<file path="src/hw/rtl/iida_pkg.sv">
// Shared types and constants for the indexed insert/delete array.
package iida_pkg;

    // Number of cells in the chain.
    localparam int DEPTH = 16;
    // Bits that address one cell.
    localparam int IDX_W = $clog2(DEPTH);
    // Width of the position and count fields.
    localparam int CNT_W = 5;
    // Width of one stored word.
    localparam int WORD_W = 32;

    typedef enum logic [2:0] {
        MODE_APPEND = 3'd0,
        MODE_INSERT = 3'd1,
        MODE_DELETE = 3'd2,
        MODE_DROP   = 3'd3,
        MODE_READ   = 3'd4
    } t_mode;

    typedef enum logic [1:0] {
        ST_OK    = 2'd0,
        ST_FULL  = 2'd1,
        ST_RANGE = 2'd2,
        ST_EMPTY = 2'd3
    } t_status;

    // Command broadcast to every cell; the strobes are already qualified
    // by acceptance and by the range, full and empty checks.
    typedef struct packed {
        logic                     append;
        logic                     insert;
        logic                     delete_at;
        logic [CNT_W-1:0]         pos;
        logic [CNT_W-1:0]         count;
        logic signed [WORD_W-1:0] value;
    } t_cell_cmd;

endpackage

</file>
<file path="src/hw/rtl/iida_cell.sv">
// One storage cell of the chain: holds a word and takes it from the new value or a neighbor.
module iida_cell (
    input  logic                              i_clk,
    input  logic [iida_pkg::IDX_W-1:0]        i_index,
    input  iida_pkg::t_cell_cmd               i_cmd,
    input  logic signed [iida_pkg::WORD_W-1:0] i_left,
    input  logic signed [iida_pkg::WORD_W-1:0] i_right,
    output logic signed [iida_pkg::WORD_W-1:0] o_word
);
    import iida_pkg::*;

    logic signed [WORD_W-1:0] r_word;
    logic signed [WORD_W-1:0] n_word;
    logic [CNT_W-1:0]         index_ext;

    assign index_ext = CNT_W'(i_index);

    // An insert opens a gap at pos by moving the upper cells up one place;
    // a delete closes it by pulling the upper cells down one place.
    always_comb begin
        n_word = r_word;
        if (i_cmd.append && (index_ext == i_cmd.count)) begin
            n_word = i_cmd.value;
        end else if (i_cmd.insert) begin
            if (index_ext == i_cmd.pos) begin
                n_word = i_cmd.value;
            end else if (index_ext > i_cmd.pos) begin
                n_word = i_left;
            end
        end else if (i_cmd.delete_at && (index_ext >= i_cmd.pos)) begin
            n_word = i_right;
        end
    end

    always_ff @(posedge i_clk) begin
        r_word <= n_word;
    end

    assign o_word = r_word;

endmodule

</file>
<file path="src/hw/rtl/indexed_insert_delete_array_top.sv">
// Top level of the indexed insert/delete array: handshakes, checks and the cell chain.
//
// Usage: each input word on the in channel (i_mode, i_position, i_value)
// asks for one operation on an ordered array of up to 16 signed words:
// append, insert at a position, delete at a position, drop the last entry,
// or read the entry at a position. Every accepted word gives exactly one
// result word on the out channel: a status, the word read (zero unless a
// read succeeded) and the entry count after the operation.
// The array lives in a chain of cells. On an insert or delete every cell
// at or above the position takes its new word from the incoming value or
// from a neighbor in the same clock. The result is registered and appears
// in the cycle after acceptance; the block sustains one word per cycle
// while the receiver keeps up. When the receiver stalls, the result is
// held in the output register and a new input word is taken only in a
// cycle in which that register is drained, so nothing is lost or repeated.
// The configuration channel writes the capacity limit at any time and is
// always ready; a value of zero acts as one and a value above 16 as 16.
// Synchronous reset empties the array (count zero), sets the capacity to 16
// and drops any pending result. Cell contents are not cleared; a cell is
// only ever read after it was written.
module indexed_insert_delete_array_top (
    input  logic                               i_clk,
    input  logic                               i_rst_n,
    // Configuration channel
    input  logic                               i_cfg_valid,
    output logic                               o_cfg_ready,
    input  logic [iida_pkg::CNT_W-1:0]         i_cfg_capacity_limit,
    // Input channel
    input  logic                               i_in_valid,
    output logic                               o_in_ready,
    input  logic [2:0]                         i_mode,
    input  logic [iida_pkg::CNT_W-1:0]         i_position,
    input  logic signed [iida_pkg::WORD_W-1:0] i_value,
    // Output channel
    output logic                               o_out_valid,
    input  logic                               i_out_ready,
    output logic [1:0]                         o_status,
    output logic signed [iida_pkg::WORD_W-1:0] o_read_word,
    output logic [iida_pkg::CNT_W-1:0]         o_entry_count
);
    import iida_pkg::*;

    logic [CNT_W-1:0]         r_cap_reg;
    logic [CNT_W-1:0]         r_count;
    logic [CNT_W-1:0]         n_count;
    logic                     r_out_valid;
    logic [1:0]               r_status;
    logic signed [WORD_W-1:0] r_read_word;
    logic [CNT_W-1:0]         r_entry_count;

    logic                     accept;
    logic [CNT_W-1:0]         cap;
    logic                     full;
    t_status                  status;
    logic signed [WORD_W-1:0] word;
    t_cell_cmd                cmd;
    logic signed [WORD_W-1:0] cell_word [DEPTH];

    assign o_cfg_ready = 1'b1;
    // The output register frees up in the same cycle it is drained.
    assign o_in_ready  = !r_out_valid || i_out_ready;
    assign accept      = i_in_valid && o_in_ready;

    // Capacity in use, clamped to 1..DEPTH.
    always_comb begin
        if (r_cap_reg == '0) begin
            cap = CNT_W'(1);
        end else if (r_cap_reg > CNT_W'(DEPTH)) begin
            cap = CNT_W'(DEPTH);
        end else begin
            cap = r_cap_reg;
        end
    end

    assign full = (r_count >= cap);

    // Decode the operation, run the checks and build the cell command.
    always_comb begin
        status        = ST_OK;
        word          = '0;
        n_count       = r_count;
        cmd.append    = 1'b0;
        cmd.insert    = 1'b0;
        cmd.delete_at = 1'b0;
        cmd.pos       = i_position;
        cmd.count     = r_count;
        cmd.value     = i_value;
        unique case (i_mode)
            MODE_APPEND: begin
                if (full) begin
                    status = ST_FULL;
                end else begin
                    cmd.append = accept;
                    n_count    = r_count + CNT_W'(1);
                end
            end
            MODE_INSERT: begin
                if (i_position > r_count) begin
                    status = ST_RANGE;
                end else if (full) begin
                    status = ST_FULL;
                end else begin
                    cmd.insert = accept;
                    n_count    = r_count + CNT_W'(1);
                end
            end
            MODE_DELETE: begin
                if (r_count == '0) begin
                    status = ST_EMPTY;
                end else if (i_position >= r_count) begin
                    status = ST_RANGE;
                end else begin
                    cmd.delete_at = accept;
                    n_count       = r_count - CNT_W'(1);
                end
            end
            MODE_DROP: begin
                if (r_count == '0) begin
                    status = ST_EMPTY;
                end else begin
                    n_count = r_count - CNT_W'(1);
                end
            end
            MODE_READ: begin
                if (i_position >= r_count) begin
                    status = ST_RANGE;
                end else begin
                    word = cell_word[i_position[IDX_W-1:0]];
                end
            end
            default: begin
                // Undefined modes do nothing and report success.
            end
        endcase
    end

    // The chain of cells. The ends see zero beyond the array; those words
    // only ever land in cells past the count.
    for (genvar g = 0; g < DEPTH; g++) begin : g_cell
        logic signed [WORD_W-1:0] left_word;
        logic signed [WORD_W-1:0] right_word;
        if (g == 0) begin : g_first
            assign left_word = '0;
        end else begin : g_inner_l
            assign left_word = cell_word[g-1];
        end
        if (g == DEPTH - 1) begin : g_last
            assign right_word = '0;
        end else begin : g_inner_r
            assign right_word = cell_word[g+1];
        end
        iida_cell u_cell (
            .i_clk   (i_clk),
            .i_index (IDX_W'(g)),
            .i_cmd   (cmd),
            .i_left  (left_word),
            .i_right (right_word),
            .o_word  (cell_word[g])
        );
    end

    always_ff @(posedge i_clk) begin
        if (!i_rst_n) begin
            r_cap_reg   <= CNT_W'(DEPTH);
            r_count     <= '0;
            r_out_valid <= 1'b0;
        end else begin
            if (i_cfg_valid) begin
                r_cap_reg <= i_cfg_capacity_limit;
            end
            if (accept) begin
                r_count     <= n_count;
                r_out_valid <= 1'b1;
            end else if (i_out_ready) begin
                r_out_valid <= 1'b0;
            end
        end
    end

    always_ff @(posedge i_clk) begin
        if (accept) begin
            r_status      <= status;
            r_read_word   <= word;
            r_entry_count <= n_count;
        end
    end

    assign o_out_valid   = r_out_valid;
    assign o_status      = r_status;
    assign o_read_word   = r_read_word;
    assign o_entry_count = r_entry_count;

endmodule

</file>
<file path="config.mk">
export PLATFORM = sky130hd
export DESIGN_NAME = indexed_insert_delete_array_top
export DESIGN_NICKNAME = d
export VERILOG_FILES = /design/src/hw/rtl/iida_pkg.sv /design/src/hw/rtl/iida_cell.sv /design/src/hw/rtl/indexed_insert_delete_array_top.sv
export SDC_FILE = /design/constraint.sdc
export NUM_CORES = 2
export LEC_CHECK = 0
export BUFFER_PORTS_ARGS = -buffer_cell sky130_fd_sc_hd__clkbuf_2
export CORE_MARGIN = 2
export CORE_UTILIZATION = 35
export CTS_CLUSTER_SIZE = 20
export DETAILED_ROUTE_END_ITERATION = 16
export HOLD_SLACK_MARGIN = 0.15
export PLACE_DENSITY_LB_ADDON = 0.12
export RECOVER_POWER = 100
export SYNTH_ARGS = -nofsm -noshare
export SYNTH_HDL_FRONTEND = slang
export SYNTH_SLANG_ARGS = --single-unit
</file>
<file path="constraint.sdc">
create_clock -name i_clk -period 7.9 [get_ports i_clk]
set_input_delay 1.58 -clock i_clk [delete_from_list [all_inputs] [get_ports i_clk]]
set_output_delay 1.58 -clock i_clk [all_outputs]
set_load 0.005 [all_outputs]
</file>
* Word level (Yosys, flattened, before mapping)
Cells that the tools add are included.
** Operators by class
- Add/subtract/negate cells :: 2
- $lt $le $gt $ge :: 37
- Equality and inequality tests :: 50
- Muxes and demuxes :: 106
- Bitwise gates (word level) :: 2
- Reduce and logical (&&, ||, !) cells :: 73
** Operators by type and width (count)
- $mux W32 :: 82
- $bmux W32 S4 :: 1
- $eq A4 B5 Y1 const A :: 16
- $ne A4 B1 Y1 const B :: 16
- $reduce_bool A3 Y1 :: 16
- $eq A3 B5 Y1 const A :: 8
- $ge A4 B5 Y1 const A :: 8
- $gt A4 B5 Y1 const A :: 8
- $mux W5 :: 7
- $logic_and A1 B1 Y1 :: 33
- $reduce_and A2 Y1 :: 16
- $eq A2 B5 Y1 const A :: 4
- $ge A3 B5 Y1 const A :: 4
- $gt A3 B5 Y1 const A :: 4
- $pmux W5 S4 :: 1
- $logic_not A5 Y1 :: 3
- $eq A1 B5 Y1 const A :: 2
- $ge A1 B5 Y1 const A :: 2
- $ge A2 B5 Y1 const A :: 2
- $ge A5 B5 Y1 :: 2
- $gt A1 B5 Y1 const A :: 2
- $gt A2 B5 Y1 const A :: 2
- $mux W1 :: 10
- $pmux W2 S5 :: 1
- other kinds (16) :: 20
** Word-level totals
- Register bits :: 562
- Bits of input ports :: 50
- Output and inout port bits :: 42
- Word-level logic and storage cells :: 292

* Logic depth before layout (Yosys ltp)
- Word-level depth :: 10
- Mapped depth :: 13
- Gate-level depth less buffers :: 10

* Hierarchy
A second synthesis with hierarchy kept.
** Second synthesis, totals
- Cell total of the unflattened synthesis :: 3746
- Area, all modules :: 41147.0 µm²
** By module, submodules not included
- iida_cell at g_cell[10].u_cell ... :: instances 12, cells an instance 206, area each 2169.6 µm², sequential area each 960.9 µm²
- iida_cell at g_cell[0].u_cell ... :: instances 4, cells an instance 206, area each 2173.3 µm², sequential area each 960.9 µm²
- indexed_insert_delete_array_top :: instances 1, cells an instance 450, area each 6418.7 µm², sequential area each 1391.3 µm²

* Worst setup path after synthesis
Ideal clock, no wire load.
- Kind :: input to register
- Start :: input port i_out_ready
- End :: register g_cell[13].u_cell.r_word[0] (enable)
- Library setup time :: 0.466 ns
- Data arrival time :: 5.749 ns
- Required time :: 7.434 ns
- Path slack :: 1.685 ns
- Stages :: 6
- Path buffers :: 1
- Cell sequence :: nand2b_2 > nand2_1 > inv_1 > o211ai_1 > clkbuf_1 > o21ai_0
** On the way
- Longest elaborated chain between the ends :: 8
- Elaborated cells between the ends (all ways) :: 14
- Those cells by class :: eq/ne (1); mux (7); reduce/logical (6)
** RTL lines
- start, declared :: RTL line indexed_insert_delete_array_top.sv:36 : input logic i_out_ready,
- $logic_or A1 B1 Y1 (*) :: RTL line indexed_insert_delete_array_top.sv:61 : assign o_in_ready = !r_out_valid || i_out_ready;
- $logic_and A1 B1 Y1 (*) :: RTL line indexed_insert_delete_array_top.sv:62 : assign accept = i_in_valid && o_in_ready;
- named net accept :: RTL line indexed_insert_delete_array_top.sv:51 : logic accept;
- $mux W1 :: RTL line indexed_insert_delete_array_top.sv:110 : end else if (i_position >= r_count) begin
- $mux W1 :: RTL line indexed_insert_delete_array_top.sv:108 : if (r_count == '0) begin
- $mux W1 :: RTL line indexed_insert_delete_array_top.sv:88 : unique case (i_mode)
- $logic_and A1 B1 Y1 :: RTL line iida_cell.sv:30 : end else if (i_cmd.delete_at && (index_ext >= i_cmd.pos)) begin
- $reduce_bool A3 Y1 (no source line)
- $reduce_and A2 Y1 (no source line) (*)
- end signal, assigned :: RTL line iida_cell.sv:36 : r_word <= n_word;
- end, declared :: RTL line iida_cell.sv:12 : logic signed [WORD_W-1:0] r_word;
Mark *: on every way through the listed nets, which the timed path passes. The rest lies on a longest branch.
A chain may end at the register's enable or synchronous reset.

* Worst setup path in the final report
- Start :: input port i_position[0] in the netlist's numbering
- End :: register g_cell[2].u_cell.r_word[23] (data pin)
** On the way
- Longest elaborated chain between the ends :: 5
- Elaborated cells between the ends (all ways) :: 7
- Those cells by class :: order compare (1); eq/ne (1); mux (5)
** RTL lines
- start, declared :: RTL line indexed_insert_delete_array_top.sv:32 : input logic [iida_pkg::CNT_W-1:0] i_position,
- $gt A5 B5 Y1 :: RTL line indexed_insert_delete_array_top.sv:98 : if (i_position > r_count) begin
- $mux W1 :: RTL line indexed_insert_delete_array_top.sv:98
- $mux W1 :: RTL line indexed_insert_delete_array_top.sv:88
- $mux W32 (*) :: RTL line iida_cell.sv:24 : end else if (i_cmd.insert) begin
- $mux W32 (*) :: RTL line iida_cell.sv:22 : if (i_cmd.append && (index_ext == i_cmd.count)) begin
- named net g_cell[2].u_cell.n_word[23] :: RTL line iida_cell.sv:13 : logic signed [WORD_W-1:0] n_word;
- end signal, assigned :: RTL line iida_cell.sv:36
- end, declared :: RTL line iida_cell.sv:12
Marked as above.

==> metrics.md <==
| Metric | Value |
|---|---|
| Worst EP arrival | between 6000 and 7000 ps |
| Compound-Gate Fraction of Synth Area | between 20% and 30% |
| Ys flop type | edfxtp_1 |
| Die width | 305 um |
| Final period util | 81.4% |
| Synthesized net count | roughly 2,800 |
| Mux contribution to synthesized area | 9.85% |
| Fillers | between 8,000 and 9,000 |
| Initial antenna violation count | 1 |
| Failing checks | capacitance limit, slew limit |
| Mean post-synth cell area | between 10 and 15 um^2 |
| Worst Max-Slew Pin Slew | between 3000 and 4000 ps |
| Full die area | about 93,000 um^2 |
| Fraction of registers with async set/reset | 0% |
| Crit path launch type | input port |
| Fmax | around 160 MHz |
| Via count | between 20,000 and 30,000 |
| Leakage | between 10 and 15 nW |
| CTS H-Tree Depth | 3 |
| Post-synthesis register bit count | around 560 |
| Antenna Violating Nets Remaining | 0 |
| Vias in the first global route | around 25,000 |
| Synth Area in Simple Gates | under 10% |
| Synth Area in XOR/XNOR | less than 1% |
| Power per cell area | approximately 200 nW/um^2 |
| Unique masters post-synth | 71 |
| Post-route setup TNS | 0 ps |
| Setup violators final | 0 |
| Synthesized instance count | 2,702 |
| Most frequent cells in the layout | edfxtp_1, nand2_1, a22oi_1 |
| Placeable Area | between 80,000 and 90,000 um^2 |
| Largest net degree at the start of global routing | 61 |
| FF+latch area | roughly 17,000 um^2 |
| Crit path max fanout | 60 |
| Most common cell after layout, fill and taps aside | edfxtp_1 |
| RSZ-0062 raised after global routing | no |
| Clock slew at reported path FFs | 60 ps |
| Violation count after the first detailed-routing iteration | around 3,000 |
| Hold Slack | approximately 540 ps |
| Pins over their slew limit | between 500 and 600 |
| Max VDD drop | ~130 uV |
| Clk buf depth | 3 |
| Largest family of logic cells by synthesized area | compound AO/OA/AOI/OAI gates |
| Final hold vios | 0 |
| Total GRT Usage | 26.8% |
| Post-Synth Adder-Cell Area | less than 1% |
| Initial Util | roughly a third |
| CTS tree | done |
| Ys Warns | 0 |
| CTS Buf Count | 70 |
| Later-pin clock latency in the skew report | 620 ps |
| Row Count | 110 |
| Min Tclk post-route | between 6000 and 7000 ps |
| Resized cells post-CTS | 0 |
| CTS sink count | 562 |
| Post-synthesis sequential area ratio | 52.9% |
| Drt pass-1 iters | 6 |
| Num ports | 92 |
| Drc violations | 0 |
| Mean number of vias per cell | roughly 6.5 |
| Hold-fix buffers at CTS | 0 |
| Number of flip-flops in the largest register | approximately 510 |
| Mapped Area | 31,700 um^2 |
| Crit Path Category | in -> reg |
| Routed length per instance | ~33 um |
| Post-DP Area | 33,600 um^2 |
| Max Cap Viol | 19 |
| Multi-input gate area | approximately 14,000 um^2 |
| Grt ovf | 0 |
| Die Ht | 305 um |
| Number of diodes | 0 |
| Slew headroom | -157% |
| Area Growth Syn to Fin | 12.2% |
| Global-route wire length before repair | between 150,000 and 200,000 um |
| Crit path capture type | register |
| DP Worst Slack | about 2200 ps |
| Final #Nets | about 2,700 |
| Post-CTS Setup Bufs | 0 |
| Cell area after layout | about 36,000 um^2 |
| CP Data Required Time | 8380 ps |
| EDFF count, synth | between 500 and 600 |
| Worst Hold Class | reg -> reg |
| Port bufs | 90 |
| DPL Wire Length | 73,200 um |
| Setup ws final | approximately 1500 ps |
| Post-Route WL | about 130,000 um |
| Layout cell share with drive strength beyond 1 | between 10% and 20% |
| Status | finished, violations left |
| Routability cong. | 0.844 |
| Skew final | between 15 and 20 ps |
| CTS Root Cell | clkbuf_16 |
==> area by class of cell <==
cell class | instances | share of cell area (%)
clock inverters | 28 | 0.553
repair buffers | 160 | 2.57
multi-input cells | 1860 | 39.9
well taps | 1176 | 4.14
inverters | 16 | 0.169
flip-flops and latches | 562 | 47.2
clock buffers | 94 | 5.48
==> per-layer routing <==
| metal | vias up | part of all wire (%) | GRT usage, % |
|---|---|---|---|
| met5 | - | 0 | 0 |
| met4 | 0 | 3.1 | 8.85 |
| met3 | 232 | 9.1 | 4.90 |
| met2 | 1441 | 46 | 42.9 |
| met1 | 13066 | 42 | 36.6 |
| li1 | 10678 | - | - |
==> critical path, cell delays in order <==
cell and delay (ps):
buf_8 490, inv_1 250, ha_1 390, and2_0 200, o21ai_0 90, clkbuf_1 510, nor4_1 2460, buf_4 620
o21ai_0 130, nand2_1 100
==> cells in the mapped netlist, types with 12 or more instances <==
library cell / n / area, um^2
clkbuf_1: 194 / 728
mux4_2: 64 / 1440
a211oi_1: 32 / 240
inv_1: 16 / 60.1
ha_1: 16 / 200
mux2i_1: 133 / 1330
edfxtp_1: 551 / 16500
a22o_1: 128 / 1120
o22ai_1: 34 / 213
a21o_1: 100 / 751
nand2b_1: 13 / 81.3
a22oi_1: 188 / 1410
nand2_1: 322 / 1210
buf_2: 50 / 250
nor2_1: 71 / 267
o21ai_1: 12 / 60.1
nor3_1: 20 / 100
o221ai_1: 34 / 298
a21oi_1: 54 / 270
nor2b_1: 169 / 1060
o21ai_0: 169 / 846
a221o_1: 159 / 1590
mux2_2: 31 / 349
==> final timing paths <==
check | startpoint | to | slack, ps | depth (start not counted)
hold / removal | r_cap_reg[0] | r_cap_reg[0] | 540 | 2
setup / recovery | i_position[0] | g_cell[2].u_cell.o_word[23] | 1470 | 10
setup reg to reg | r_count[2] | g_cell[2].u_cell.o_word[23] | 2000 | 10
hold reg to reg | r_cap_reg[0] | r_cap_reg[0] | 540 | 2
==> report_power, final <==
group	total [W]	internal [W]	switching [W]	leakage (nW)
registers	0.00330	0.00328	0.0000202	5.05
logic	0.000535	0.000178	0.000357	6.79
clock network	0.00313	0.00179	0.00134	1.05
==> logic make-up (layout without fill, tap and decap cells) <==
kind of cell             count (synthesis)  in the layout
AND/OR/NAND/NOR                        644            644
adder cells (fa/ha/maj)                 16             16
other                                    1              1
multiplexers                           228            228
XOR/XNOR                                 3              3
flip-flops                             562            562
buffers and inverters                  280            298
AO/OA/AOI/OAI                          968            968
==> metrics by stage <==
| stage | instances | util [%] | power [W] |
|---|---|---|---|
| finish | 3896 | 39.6 | 0.00696 |
| floorplan | 2702 | - | 0.00368 |
| global route | 3896 | 39.6 | 0.00715 |
| CTS | 3896 | 39.7 | 0.00700 |
| detailed placement | 3774 | 37.4 | 0.00389 |
| global placement | 3774 | 37.4 | 0.00388 |
(Power assumes the default switching activity.)
